$ cat src/alu8mf_pkg.sv
`timescale 1ns / 1ps
// ----------------------------------------------------------------------------
// alu8mf_pkg - shared types for the 8-bit ALU with minifloat add
// Operation codes, controller states and the controller-to-datapath command.
// ----------------------------------------------------------------------------
package alu8mf_pkg;

	localparam int unsigned DATA_W  = 8;
	localparam int unsigned IDX_IN_W = 4;
	localparam int unsigned OP_W    = 3;
	localparam int unsigned CNT_W   = 4;

	// Minifloat sum: magnitudes up to 15 << 7, so two of them fit 12 bits
	localparam int unsigned FMAG_W  = 12;
	localparam int unsigned FSUM_W  = FMAG_W + 1;

	typedef enum logic [OP_W-1:0] {
		OP_LOAD = 3'd0,
		OP_ADD  = 3'd1,
		OP_FADD = 3'd2,
		OP_OR   = 3'd3,
		OP_AND  = 3'd4,
		OP_XOR  = 3'd5,
		OP_ROT  = 3'd6,
		OP_READ = 3'd7
	} op_t;

	typedef enum logic [1:0] {
		ST_IDLE,
		ST_ALU,
		ST_WB
	} state_t;

	// Controller commands to the datapath
	typedef struct packed {
		logic capture;  // latch the beat and read the operand registers
		logic alu;      // register the operation result
		logic wb;       // normalise, write back and load the output register
	} cmd_t;

endpackage

$ cat src/alu8mf_in_if.sv
`timescale 1ns / 1ps
// ----------------------------------------------------------------------------
// alu8mf_in_if - instruction channel
// Valid/ready channel carrying one instruction beat.
// ----------------------------------------------------------------------------
interface alu8mf_in_if;
	logic       valid;
	logic       ready;
	logic [2:0] operation;
	logic [3:0] dest_reg;
	logic [3:0] src_a_reg;
	logic [3:0] src_b_reg;
	logic [3:0] rotate_count;
	logic [7:0] load_value;

	modport source (
		output valid, operation, dest_reg, src_a_reg, src_b_reg, rotate_count,
			load_value,
		input  ready
	);

	modport sink (
		input  valid, operation, dest_reg, src_a_reg, src_b_reg, rotate_count,
			load_value,
		output ready
	);
endinterface

$ cat src/alu8mf_out_if.sv
`timescale 1ns / 1ps
// ----------------------------------------------------------------------------
// alu8mf_out_if - result channel
// Valid/ready channel carrying one result beat.
// ----------------------------------------------------------------------------
interface alu8mf_out_if;
	logic       valid;
	logic       ready;
	logic [7:0] result_value;
	logic       overflow;

	modport source (
		output valid, result_value, overflow,
		input  ready
	);

	modport sink (
		input  valid, result_value, overflow,
		output ready
	);
endinterface

$ cat src/eight_bit_alu_with_minifloat_add.sv
`timescale 1ns / 1ps
// ----------------------------------------------------------------------------
// eight_bit_alu_with_minifloat_add - execute unit of a small 8-bit machine
// Sixteen-entry register file with load, read, integer add, minifloat add,
// OR, AND, XOR and rotate right.
//
//   channel   dir   handshake      beat contents
//   in_ch     in    valid/ready    operation, dest_reg, src_a_reg, src_b_reg,
//                                  rotate_count, load_value
//   out_ch    out   valid/ready    result_value, overflow
//
// An instruction steps through register-file read, ALU, then normalise and
// write back, sequenced by the controller; the next beat is taken only once
// the controller is back in idle. The result sits in an output register, so a new
// beat is taken while a result waits, in the cycle that result is taken at
// the earliest. Reset clears the register-file valid bits, so all registers
// read zero at once. A stalled output holds the unit idle.
// ----------------------------------------------------------------------------
module eight_bit_alu_with_minifloat_add #(
	parameter int unsigned REGISTER_COUNT = 16
) (
	input  logic  clk,
	input  logic  arst_n,
	alu8mf_in_if.sink    in_ch,
	alu8mf_out_if.source out_ch
);
	import alu8mf_pkg::*;

	cmd_t cmd;

	alu8mf_ctrl u_ctrl (
		.clk       (clk),
		.arst_n    (arst_n),
		.in_valid  (in_ch.valid),
		.in_ready  (in_ch.ready),
		.out_valid (out_ch.valid),
		.out_ready (out_ch.ready),
		.cmd       (cmd)
	);

	alu8mf_dp #(
		.REGISTER_COUNT (REGISTER_COUNT)
	) u_dp (
		.clk          (clk),
		.arst_n       (arst_n),
		.cmd          (cmd),
		.operation    (in_ch.operation),
		.dest_reg     (in_ch.dest_reg),
		.src_a_reg    (in_ch.src_a_reg),
		.src_b_reg    (in_ch.src_b_reg),
		.rotate_count (in_ch.rotate_count),
		.load_value   (in_ch.load_value),
		.result_value (out_ch.result_value),
		.overflow     (out_ch.overflow)
	);

endmodule

$ cat src/alu8mf_ctrl.sv
`timescale 1ns / 1ps
// ----------------------------------------------------------------------------
// alu8mf_ctrl - sequencing controller
// Steps each instruction through capture, ALU and write-back, and owns the
// handshake flags of both channels.
// ----------------------------------------------------------------------------
module alu8mf_ctrl (
	input  logic              clk,
	input  logic              arst_n,
	input  logic              in_valid,
	output logic              in_ready,
	output logic              out_valid,
	input  logic              out_ready,
	output alu8mf_pkg::cmd_t  cmd
);
	import alu8mf_pkg::*;

	state_t state_q, state_d;
	logic   out_valid_q;
	logic   accept;

	// Take a new beat only when idle and the output register is free by the edge
	assign in_ready  = (state_q == ST_IDLE) && (!out_valid_q || out_ready);
	assign accept    = in_valid && in_ready;
	assign out_valid = out_valid_q;

	// State register
	always_ff @(posedge clk or negedge arst_n) begin
		if (!arst_n) begin
			state_q <= ST_IDLE;
		end else begin
			state_q <= state_d;
		end
	end

	// Next state and commands
	always_comb begin
		state_d     = state_q;
		cmd         = '0;
		cmd.capture = accept;
		unique case (state_q)
			ST_IDLE: begin
				if (accept) begin
					state_d = ST_ALU;
				end
			end
			ST_ALU: begin
				cmd.alu = 1'b1;
				state_d = ST_WB;
			end
			ST_WB: begin
				cmd.wb  = 1'b1;
				state_d = ST_IDLE;
			end
			default: begin
				state_d = ST_IDLE;
			end
		endcase
	end

	// Output valid flag
	always_ff @(posedge clk or negedge arst_n) begin
		if (!arst_n) begin
			out_valid_q <= 1'b0;
		end else if (cmd.wb) begin
			out_valid_q <= 1'b1;
		end else if (out_ready) begin
			out_valid_q <= 1'b0;
		end
	end

endmodule

$ cat src/alu8mf_dp.sv
`timescale 1ns / 1ps
// ----------------------------------------------------------------------------
// alu8mf_dp - register file and ALU datapath
// Register file with valid bits, integer/logic/rotate ALU, minifloat adder
// and normaliser, and the output data register.
// ----------------------------------------------------------------------------
module alu8mf_dp #(
	parameter int unsigned REGISTER_COUNT = 16
) (
	input  logic                                 clk,
	input  logic                                 arst_n,
	input  alu8mf_pkg::cmd_t                     cmd,
	input  logic [alu8mf_pkg::OP_W-1:0]          operation,
	input  logic [alu8mf_pkg::IDX_IN_W-1:0]      dest_reg,
	input  logic [alu8mf_pkg::IDX_IN_W-1:0]      src_a_reg,
	input  logic [alu8mf_pkg::IDX_IN_W-1:0]      src_b_reg,
	input  logic [alu8mf_pkg::CNT_W-1:0]         rotate_count,
	input  logic [alu8mf_pkg::DATA_W-1:0]        load_value,
	output logic [alu8mf_pkg::DATA_W-1:0]        result_value,
	output logic                                 overflow
);
	import alu8mf_pkg::*;

	localparam int unsigned IDX_W = (REGISTER_COUNT > 1) ? $clog2(REGISTER_COUNT) : 1;

	// Register file: no reset on the array, a valid bit per entry instead
	logic [DATA_W-1:0]         mem_q [REGISTER_COUNT];
	logic [REGISTER_COUNT-1:0] vld_q;

	// Capture stage
	op_t                 op_s1;
	logic [IDX_IN_W-1:0] dest_s1;
	logic [2:0]          cnt_s1;
	logic [DATA_W-1:0]   ld_s1;
	logic [DATA_W-1:0]   rd_a_s1;
	logic [DATA_W-1:0]   rd_b_s1;

	// ALU stage
	op_t                 op_s2;
	logic [IDX_IN_W-1:0] dest_s2;
	logic [DATA_W-1:0]   res_s2;
	logic                ovf_s2;
	logic [FSUM_W-1:0]   fsum_s2;

	// Output register
	logic [DATA_W-1:0]   res_q;
	logic                ovf_q;

	logic [IDX_IN_W-1:0] rd_a_idx;
	logic                pres_a, pres_b, pres_d;

	logic [DATA_W-1:0]   alu_res;
	logic                alu_ovf;
	logic [DATA_W:0]     isum;
	logic [2*DATA_W-1:0] rot_w;
	logic [FSUM_W-1:0]   fval_a, fval_b;

	logic [FSUM_W-1:0]   fneg;
	logic [FMAG_W-1:0]   fmag;
	logic [2:0]          fexp;
	logic                fnorm;
	logic [FMAG_W-1:0]   fshift;
	logic [DATA_W-1:0]   fenc;
	logic                fovf;
	logic [DATA_W-1:0]   wb_val;
	logic                wb_ovf;
	logic                wb_we;

	// Index lies inside the populated part of the register file
	function automatic logic present(input logic [IDX_IN_W-1:0] idx);
		return 32'(idx) < REGISTER_COUNT;
	endfunction

	// Signed value of a minifloat byte in 2^-8 units
	function automatic logic [FSUM_W-1:0] mf_value(input logic [DATA_W-1:0] b);
		logic [FSUM_W-1:0] mag;
		mag = FSUM_W'(b[3:0]) << b[6:4];
		return b[7] ? (~mag + 1'b1) : mag;
	endfunction

	// Port A reads the destination for rotate and read
	assign rd_a_idx = (op_t'(operation) == OP_ROT || op_t'(operation) == OP_READ)
		? dest_reg : src_a_reg;
	assign pres_a = present(rd_a_idx);
	assign pres_b = present(src_b_reg);

	// Capture beat and read two operands
	always_ff @(posedge clk) begin
		if (cmd.capture) begin
			op_s1   <= op_t'(operation);
			dest_s1 <= dest_reg;
			cnt_s1  <= rotate_count[2:0];
			ld_s1   <= load_value;
			rd_a_s1 <= (pres_a && vld_q[rd_a_idx[IDX_W-1:0]])
				? mem_q[rd_a_idx[IDX_W-1:0]] : '0;
			rd_b_s1 <= (pres_b && vld_q[src_b_reg[IDX_W-1:0]])
				? mem_q[src_b_reg[IDX_W-1:0]] : '0;
		end
	end

	// ALU
	always_comb begin
		isum    = {rd_a_s1[DATA_W-1], rd_a_s1} + {rd_b_s1[DATA_W-1], rd_b_s1};
		rot_w   = {rd_a_s1, rd_a_s1} >> cnt_s1;
		fval_a  = mf_value(rd_a_s1);
		fval_b  = mf_value(rd_b_s1);
		alu_ovf = 1'b0;
		alu_res = '0;
		unique case (op_s1)
			OP_LOAD: alu_res = ld_s1;
			OP_ADD: begin
				alu_res = isum[DATA_W-1:0];
				alu_ovf = isum[DATA_W] ^ isum[DATA_W-1];
			end
			OP_FADD: alu_res = '0;
			OP_OR:   alu_res = rd_a_s1 | rd_b_s1;
			OP_AND:  alu_res = rd_a_s1 & rd_b_s1;
			OP_XOR:  alu_res = rd_a_s1 ^ rd_b_s1;
			OP_ROT:  alu_res = rot_w[DATA_W-1:0];
			OP_READ: alu_res = rd_a_s1;
			default: alu_res = '0;
		endcase
	end

	always_ff @(posedge clk) begin
		if (cmd.alu) begin
			op_s2   <= op_s1;
			dest_s2 <= dest_s1;
			res_s2  <= alu_res;
			ovf_s2  <= alu_ovf;
			fsum_s2 <= fval_a + fval_b;
		end
	end

	// Minifloat normalise and truncate: exponent from the leading one
	always_comb begin
		fneg  = ~fsum_s2 + 1'b1;
		fmag  = fsum_s2[FSUM_W-1] ? fneg[FMAG_W-1:0] : fsum_s2[FMAG_W-1:0];
		fexp  = '0;
		fnorm = 1'b0;
		for (int i = 0; i < 8; i++) begin
			if (fmag[i+3]) begin
				fexp  = 3'(i);
				fnorm = 1'b1;
			end
		end
		fovf   = fmag[FMAG_W-1];
		fshift = fmag >> fexp;
		// Zero and tiny sums flush to positive zero
		fenc   = fnorm ? {fsum_s2[FSUM_W-1], fexp, fshift[3:0]} : '0;
	end

	// Write-back selection
	always_comb begin
		pres_d = present(dest_s2);
		wb_ovf = (op_s2 == OP_FADD) ? fovf : ovf_s2;
		wb_val = (op_s2 == OP_FADD) ? fenc : res_s2;
		wb_we  = cmd.wb && !wb_ovf && (op_s2 != OP_READ) && pres_d;
	end

	// Register file array
	always_ff @(posedge clk) begin
		if (wb_we) begin
			mem_q[dest_s2[IDX_W-1:0]] <= wb_val;
		end
	end

	// Valid bits
	always_ff @(posedge clk or negedge arst_n) begin
		if (!arst_n) begin
			vld_q <= '0;
		end else if (wb_we) begin
			vld_q[dest_s2[IDX_W-1:0]] <= 1'b1;
		end
	end

	// Output data register
	always_ff @(posedge clk) begin
		if (cmd.wb) begin
			res_q <= (wb_ovf || !pres_d) ? '0 : wb_val;
			ovf_q <= wb_ovf;
		end
	end

	assign result_value = res_q;
	assign overflow     = ovf_q;

endmodule

$ cat src/flat_wrapper.sv
// flat-port wrapper written by rule: the top's interface ports become plain ports
module eight_bit_alu_with_minifloat_add_flat import alu8mf_pkg::*;
#(
	parameter int unsigned REGISTER_COUNT = 16
)
  (clk, arst_n, in_ch_valid, in_ch_operation, in_ch_dest_reg, in_ch_src_a_reg, in_ch_src_b_reg, in_ch_rotate_count, in_ch_load_value, in_ch_ready, out_ch_valid, out_ch_result_value, out_ch_overflow, out_ch_ready);
  alu8mf_in_if in_ch_i ();
  alu8mf_out_if out_ch_i ();
  input  logic clk;
  input  logic arst_n;
  input wire logic [$bits(in_ch_i.valid)-1:0] in_ch_valid;
  input wire logic [$bits(in_ch_i.operation)-1:0] in_ch_operation;
  input wire logic [$bits(in_ch_i.dest_reg)-1:0] in_ch_dest_reg;
  input wire logic [$bits(in_ch_i.src_a_reg)-1:0] in_ch_src_a_reg;
  input wire logic [$bits(in_ch_i.src_b_reg)-1:0] in_ch_src_b_reg;
  input wire logic [$bits(in_ch_i.rotate_count)-1:0] in_ch_rotate_count;
  input wire logic [$bits(in_ch_i.load_value)-1:0] in_ch_load_value;
  output wire logic [$bits(in_ch_i.ready)-1:0] in_ch_ready;
  output wire logic [$bits(out_ch_i.valid)-1:0] out_ch_valid;
  output wire logic [$bits(out_ch_i.result_value)-1:0] out_ch_result_value;
  output wire logic [$bits(out_ch_i.overflow)-1:0] out_ch_overflow;
  input wire logic [$bits(out_ch_i.ready)-1:0] out_ch_ready;
  assign in_ch_i.valid = in_ch_valid;
  assign in_ch_i.operation = in_ch_operation;
  assign in_ch_i.dest_reg = in_ch_dest_reg;
  assign in_ch_i.src_a_reg = in_ch_src_a_reg;
  assign in_ch_i.src_b_reg = in_ch_src_b_reg;
  assign in_ch_i.rotate_count = in_ch_rotate_count;
  assign in_ch_i.load_value = in_ch_load_value;
  assign in_ch_ready = in_ch_i.ready;
  assign out_ch_valid = out_ch_i.valid;
  assign out_ch_result_value = out_ch_i.result_value;
  assign out_ch_overflow = out_ch_i.overflow;
  assign out_ch_i.ready = out_ch_ready;
  eight_bit_alu_with_minifloat_add #(.REGISTER_COUNT(REGISTER_COUNT)) u_core (.clk(clk), .arst_n(arst_n), .in_ch(in_ch_i), .out_ch(out_ch_i));
endmodule
$ cat config.mk
export PLATFORM = sky130hd
export DESIGN_NAME = eight_bit_alu_with_minifloat_add_flat
export DESIGN_NICKNAME = d
export VERILOG_FILES = /design/src/alu8mf_pkg.sv /design/src/alu8mf_in_if.sv /design/src/alu8mf_out_if.sv /design/src/eight_bit_alu_with_minifloat_add.sv /design/src/alu8mf_ctrl.sv /design/src/alu8mf_dp.sv /design/src/flat_wrapper.sv
export SDC_FILE = /design/constraint.sdc
export NUM_CORES = 1
export LEC_CHECK = 0
export ABC_CLOCK_PERIOD_IN_PS = 10300
export BUFFER_PORTS_ARGS = -buffer_cell sky130_fd_sc_hd__buf_2
export CORE_UTILIZATION = 40
export CTS_CLUSTER_DIAMETER = 80
export CTS_CLUSTER_SIZE = 16
export DETAILED_ROUTE_END_ITERATION = 7
export HOLD_SLACK_MARGIN = 0.08
export SLEW_MARGIN = 30
export SYNTH_ARGS = -nofsm -noshare
export SYNTH_HDL_FRONTEND = slang
export SYNTH_SLANG_ARGS = --single-unit
$ cat constraint.sdc
create_clock -name clk -period 10.3 [get_ports clk]
set_input_delay 1.03 -clock clk [delete_from_list [all_inputs] [get_ports clk]]
set_output_delay 1.03 -clock clk [all_outputs]
set_load 0.01 [all_outputs]
# Yosys cells after proc, flatten, opt, wreduce, memory -nomap -nowiden
# Memories as Yosys holds them, arrays and structs flattened. A register that Yosys moved wholly into a read port is not among the register bits.
# Cells that the tools add are included.
# totals
ff_bits	75
ram_bits	128
input_bits	31
output_inout_bits	11
elab_cells	101
memories	1
# classes
add_sub_neg	5
order_cmp	4
eq_ne	14
n_shift	4
n_mux	37
bitwise	8
reduce_logical	14
# mem_list
name	depth	width	read_ports	rd_ports_with_merged_regs	write_ports	line_no	rtl
u_core.u_dp.mem_q	16	8	2	2	1	alu8mf_dp.sv:27	logic [DATA_W-1:0] mem_q [REGISTER_COUNT];
# op_table
op	count
$pmux W8 S8	1
$add A13 B1 Y13 const B	2
$mux W13	2
$not A13 Y13	2
$shl A4 B3 Y13	2
$mux W1	19
$eq A3 B3 Y1 const B	6
$mux W3	6
$mux W8	2
$or A16 B16 Y16	1
$shr A16 B3 Y8	1
$lt A4 B5 Y1 const B	3
$add A13 B13 Y13	1
$add A12 B1 Y12 const B	1
$mux W12	1
$not A12 Y12	1
$shr A12 B3 Y4	1
$add A8 B8 Y9	1
$eq A3 B2 Y1 const B	3
$and A8 B8 Y8	1
$bmux W1 S4	2
$or A8 B8 Y8	1
$xor A8 B8 Y8	1
$logic_and A1 B1 Y1	5
other kinds (16)	20

# Logic depth before layout (Yosys ltp)
# logic_depth
ltp_word	13
depth_mapped	18
depth_no_buf	17

# Modules after synthesis
# A second synthesis with hierarchy kept.
# hier_totals
cells_unflattened	1123
area_unflattened_um2	12924.9
# by_module_without_submodules
mod	instances	cells_each	area_per_inst_um2
alu8mf_dp	1	1110	12771.0
alu8mf_ctrl	1	13	153.9

# Least setup slack after synthesis
# OpenSTA, ideal clock, no wires.
# synth_path
path_type	reg2reg
from	reg u_core.u_dp.rd_a_s1[4], read port of u_core.u_dp.mem_q
to	reg u_core.u_dp.fsum_s2[12], data pin
setup_ns	0.268
arrival_time_ns	3.481
path_slack_ns	6.551
stages_incl_launch_ff	17
period_less_slack_ns	3.749
path_cell_list	edfxtp_1 -> clkbuf_1 -> and2_1 -> nor2_1 -> or3_1 -> ha_1 -> nand2b_1 -> xnor2_1 -> ha_1 -> nor2b_1 -> o21ai_0 -> a21boi_0 -> o21ai_0 -> a21oi_1 -> a41o_1 -> o41ai_1 -> xnor3_1
# synth_between
elab_chain_cells	5
# synth_rtl
element	line_no	rtl
from (decl)	alu8mf_dp.sv:35	logic [DATA_W-1:0] rd_a_s1;
$shl A4 B3 Y13 (*)	alu8mf_dp.sv:77	mag = FSUM_W'(b[3:0]) << b[6:4];
$not A13 Y13	alu8mf_dp.sv:78	return b[7] ? (~mag + 1'b1) : mag;
$add A13 B1 Y13	alu8mf_dp.sv:78	
$mux W13 (*)	alu8mf_dp.sv:78	
$add A13 B13 Y13 (*)	alu8mf_dp.sv:131	fsum_s2 <= fval_a + fval_b;
to (signal assigned)	alu8mf_dp.sv:131	
to (decl)	alu8mf_dp.sv:43	logic [FSUM_W-1:0] fsum_s2;
# Mark *: on every way between the ends. The rest lies on a longest branch, timed or not.
# A chain may end at the register's enable or synchronous reset.

# Final worst setup path
# layout_path
from	reg u_core.u_dp.rd_a_s1[5], read port of u_core.u_dp.mem_q
to	reg u_core.u_dp.fsum_s2[12], data pin
# Same word-level chain as after synthesis.

==> results by group <==
Status
  – Run status: complete, no violations

Yosys
  – Synth Flop Type: edfxtp_1
  – Register area share after synthesis: 50.9%
  – Warnings from Yosys: 0
  – Ys async rst share: 8.68%
  – Synthesized Nets: 1,182
  – Post-synthesis sequential element count: 219
  – Cell taking the most area after synthesis: edfxtp_1
  – Largest cells by area after synthesis: edfxtp_1 47%, mux4_2 9.4%, nand2_1 5.8%
  – Syn Std Cell Area: 12,700 µm²
  – Syn Area/Cell: 11.4 µm²
  – Yosys top cell area share: 47.1%
  – Post-synth EDFFs: 200
  – Synth cell types: 69
  – Syn Inst Count: 1,118

Power and ir drop
  – Total power: 3.50 mW
  – Internal power: 2.18 mW
  – Logic pwr share: 40.6%
  – Sw Share: 37.7%
  – Worst IR Drop VDD: 0.000116 V
  – Sequential Power Share: 39.4%
  – P_leak: 5.19 nW
  – Pwr dens: 248 nW/µm²
  – Clock network fraction of total power: 20.0%
  – Sw power: 1.32 mW

Drt
  – Avg WL per Cell: 22.0 µm
  – Number of vias per cell: 5.95
  – Final wirelength: 34,200 µm
  – Post-route ant nets: 0
  – DRC viols: 0
  – DRT Pass-1 Iters: 6
  – Via count: 9,247
  – Drt initial violations: 843

Placed design
  – DPL Wire Length: 22,600 µm
  – Worst slack at placement: 6.00 ns
  – PortBufs: 40
  – GP Congestion: 0.864

Floorplanning
  – Die area: 32,600 µm²
  – Core area: 31,000 µm²
  – Initial Util: 41.1%
  – # rows: 64
  – Die Wd: 180 µm
  – I/O pin count: 42
  – Die Height: 180 µm

Worst setup path
  – Reg2reg start: u_core.u_dp.rd_a_s1[5]
  – Worst Path Required: 10.53 ns
  – FF-to-FF path depth: 14
  – Reg2Reg Setup Slack: 5.91 ns
  – CP startpoint kind: register
  – Maximum fanout along the worst path: 18
  – Setup CP Type: reg2reg
  – Max incr delay on CP: 0.76 ns
  – Critical Path, Cell by Cell: clkinv_1 -> mux2i_1 -> nor2_1 -> nand3b_1 -> nand2b_1 -> nor2_1 -> o22ai_1 -> a22o_1 -> ha_1 -> nand3_1 -> nand2_1 -> a41o_1 -> o41ai_1 -> xnor3_1
  – Critical path's most frequent cell: nor2_1
  – FF-to-FF End: u_core.u_dp.fsum_s2[12]
  – Arr. time, crit path: 4.61 ns
  – Worst Setup End Kind: register
  – Slowest stage cell, crit path: edfxtp_1

Timing
  – Worst Skew: 0.0317 ns
  – Setup_tns: 0 ns
  – Final setup vio count: 0
  – Max frequency: 228 MHz
  – RSZ-0062 raised after global routing: no
  – Slew Viols, Final: 0
  – Final Critical Period: 4.39 ns
  – Tcrit/Tclk final: 42.6%
  – Final Hold Fails: 0
  – Tightest Pin Transition: 1.01 ns
  – Max_slew headroom: 32.8%
  – Worst setup margin: 5.91 ns

Clock network
  – Clk Latency, worst-skew pair: 0.52 ns
  – Worst-path clk slew: 0.07 ns
  – Clk root buf: clkbuf_16
  – Clock buffer depth: 3
  – Total CTS buffers: 18
  – CTS Sinks: 219
  – Hold buffer count at cts: 0
  – Setup bufs post-CTS: 0
  – H-tree depth: 1
  – CTS tree: yes
  – Post-cts sizing count: 0

Global route
  – Initial antenna violation count: 1
  – GR Util All Layers: 21.1%
  – GRT overflow: 0
  – First-pass GRT wire length: 52,100 µm
  – Largest net degree at the start of global routing: 67
  – Number of global-route vias before repair: 9,015

Layout
  – Area grow syn2layout: 10.5%
  – Most frequent cells in the layout: 200 x edfxtp_1, 196 x nand2_1, 62 x nor2_1, 53 x a21oi_1, 53 x mux4_2
  – # fillers: 2,815
  – Commonest non-fill, non-tap cell in the layout: edfxtp_1
  – Final Net Count: 1,212
  – Share of layout cells above drive strength 1: 16.8%

Worst hold path
  – Worst min-delay path category: reg2reg
  – Hold path depth: 0
  – Worst hold path endpoint: u_core.u_dp.dest_s2[0]
  – Hold path startpoint: u_core.u_dp.dest_s1[0]

Run
  – Max cap viols: 0
## Yosys cell counts (6+ instances only)
cell type    n
and3_1      17
nor3b_1     11
nand3_1     42
dfrtp_1     19
edfxtp_1   200
nand2b_1    11
o22ai_1     13
nor2b_1     26
clkbuf_1    43
buf_1       18
a311oi_1    33
nand2_1    196
a31oi_1      6
xnor2_1     27
a21oi_1     53
or2_2       19
mux2_2       9
nor3_1      17
nor2_1      63
mux4_2      53
xor2_1      11
inv_1       35
mux2i_1     43
ha_1        31
o21ai_0     35
and2_1       6
o31ai_1      7
## worst max-delay path by stage
stage	from	end
final	u_core.u_dp.rd_a_s1[5]	u_core.u_dp.fsum_s2[12]
after global routing	u_core.u_dp.rd_a_s1[5]	u_core.u_dp.fsum_s2[12]
after CTS	u_core.u_dp.rd_a_s1[5]	u_core.u_dp.fsum_s2[12]
after detailed placement	u_core.u_dp.rd_a_s1[5]	u_core.u_dp.fsum_s2[12]
after global placement	in_ch_operation[1]	u_core.u_dp.rd_a_s1[1]
after floorplan	u_core.u_dp.rd_a_s1[4]	u_core.u_dp.fsum_s2[12]
## critical path, delay by kind of cell, from the launching register on
family	cells	cell delay, ns
and+or+nand+nor	6	0.94
buffers and inverters	1	0.43
AOI/OAI and AO/OA	4	0.89
DFF	1	0.76
adders and majority gates	1	0.37
xor gates and xnor gates	1	0.33
muxes	1	0.35
## cells by family (layout without fill, tap and decap cells)
group	Yosys count	count (layout)	share of synthesized area [%]
and+or+nand+nor	429	429	15.7
DFF	219	219	50.9
AOI/OAI and AO/OA	194	194	10.6
muxes	106	106	13.7
buffers and inverters	98	138	2.95
xor gates and xnor gates	39	39	2.79
adders and majority gates	33	33	3.36
other	0	1	0
## stage by stage
step	area, µm²	hold WS (ns)	std cells	utilization (%)
after floorplan	12700	0.400	1118	-
after global placement	13500	0.401	1524	43.5
after detailed placement	13500	0.411	1524	43.5
after CTS	14100	0.431	1554	45.4
after global routing	14100	0.442	1555	45.4
final	14100	0.431	1555	45.4
## cell type report
class | count | area [µm²] | area share [%]
flip-flops and latches | 219 | 6480 | 46.0
well taps | 396 | 495 | 3.52
inverters | 36 | 135 | 0.960
repair buffers | 72 | 440 | 3.13
diodes | 1 | 2.50 | 0.0178
clock buffers | 25 | 477 | 3.39
clock inverters | 5 | 106 | 0.756
multi-input cells | 801 | 5940 | 42.2
## routing by layer
| layer | vias to the layer above | GRT usage, % | routed length (µm) |
|---|---|---|---|
| li1 | 4246 | - | - |
| met1 | 4549 | 28.6 | 14700 |
| met2 | 396 | 34.9 | 16100 |
| met3 | 56 | 3.33 | 2630 |
| met4 | 0 | 6.09 | 708 |
| met5 | - | 0 | 0 |
## power by group through the flow
stage	combinational, mW	sequential (mW)	clock (mW)
floorplan	1.09	1.30	0
global placement	1.39	1.39	0
detailed placement	1.39	1.39	0
CTS	1.41	1.37	0.714
global route	1.57	1.40	0.744
finish	1.42	1.38	0.700
## state kept, by name, indices dropped and copies added (netlist names), 8 cells and up
signal	count
u_core.u_dp.fsum_s2	13
u_core.u_dp.ld_s1	8
u_core.u_dp.mem_q	128
u_core.u_dp.rd_a_s1	8
u_core.u_dp.rd_b_s1	8
u_core.u_dp.res_s2	8
u_core.u_dp.result_value	8
u_core.u_dp.vld_q	16
Power figures use the tool's default switching activity.
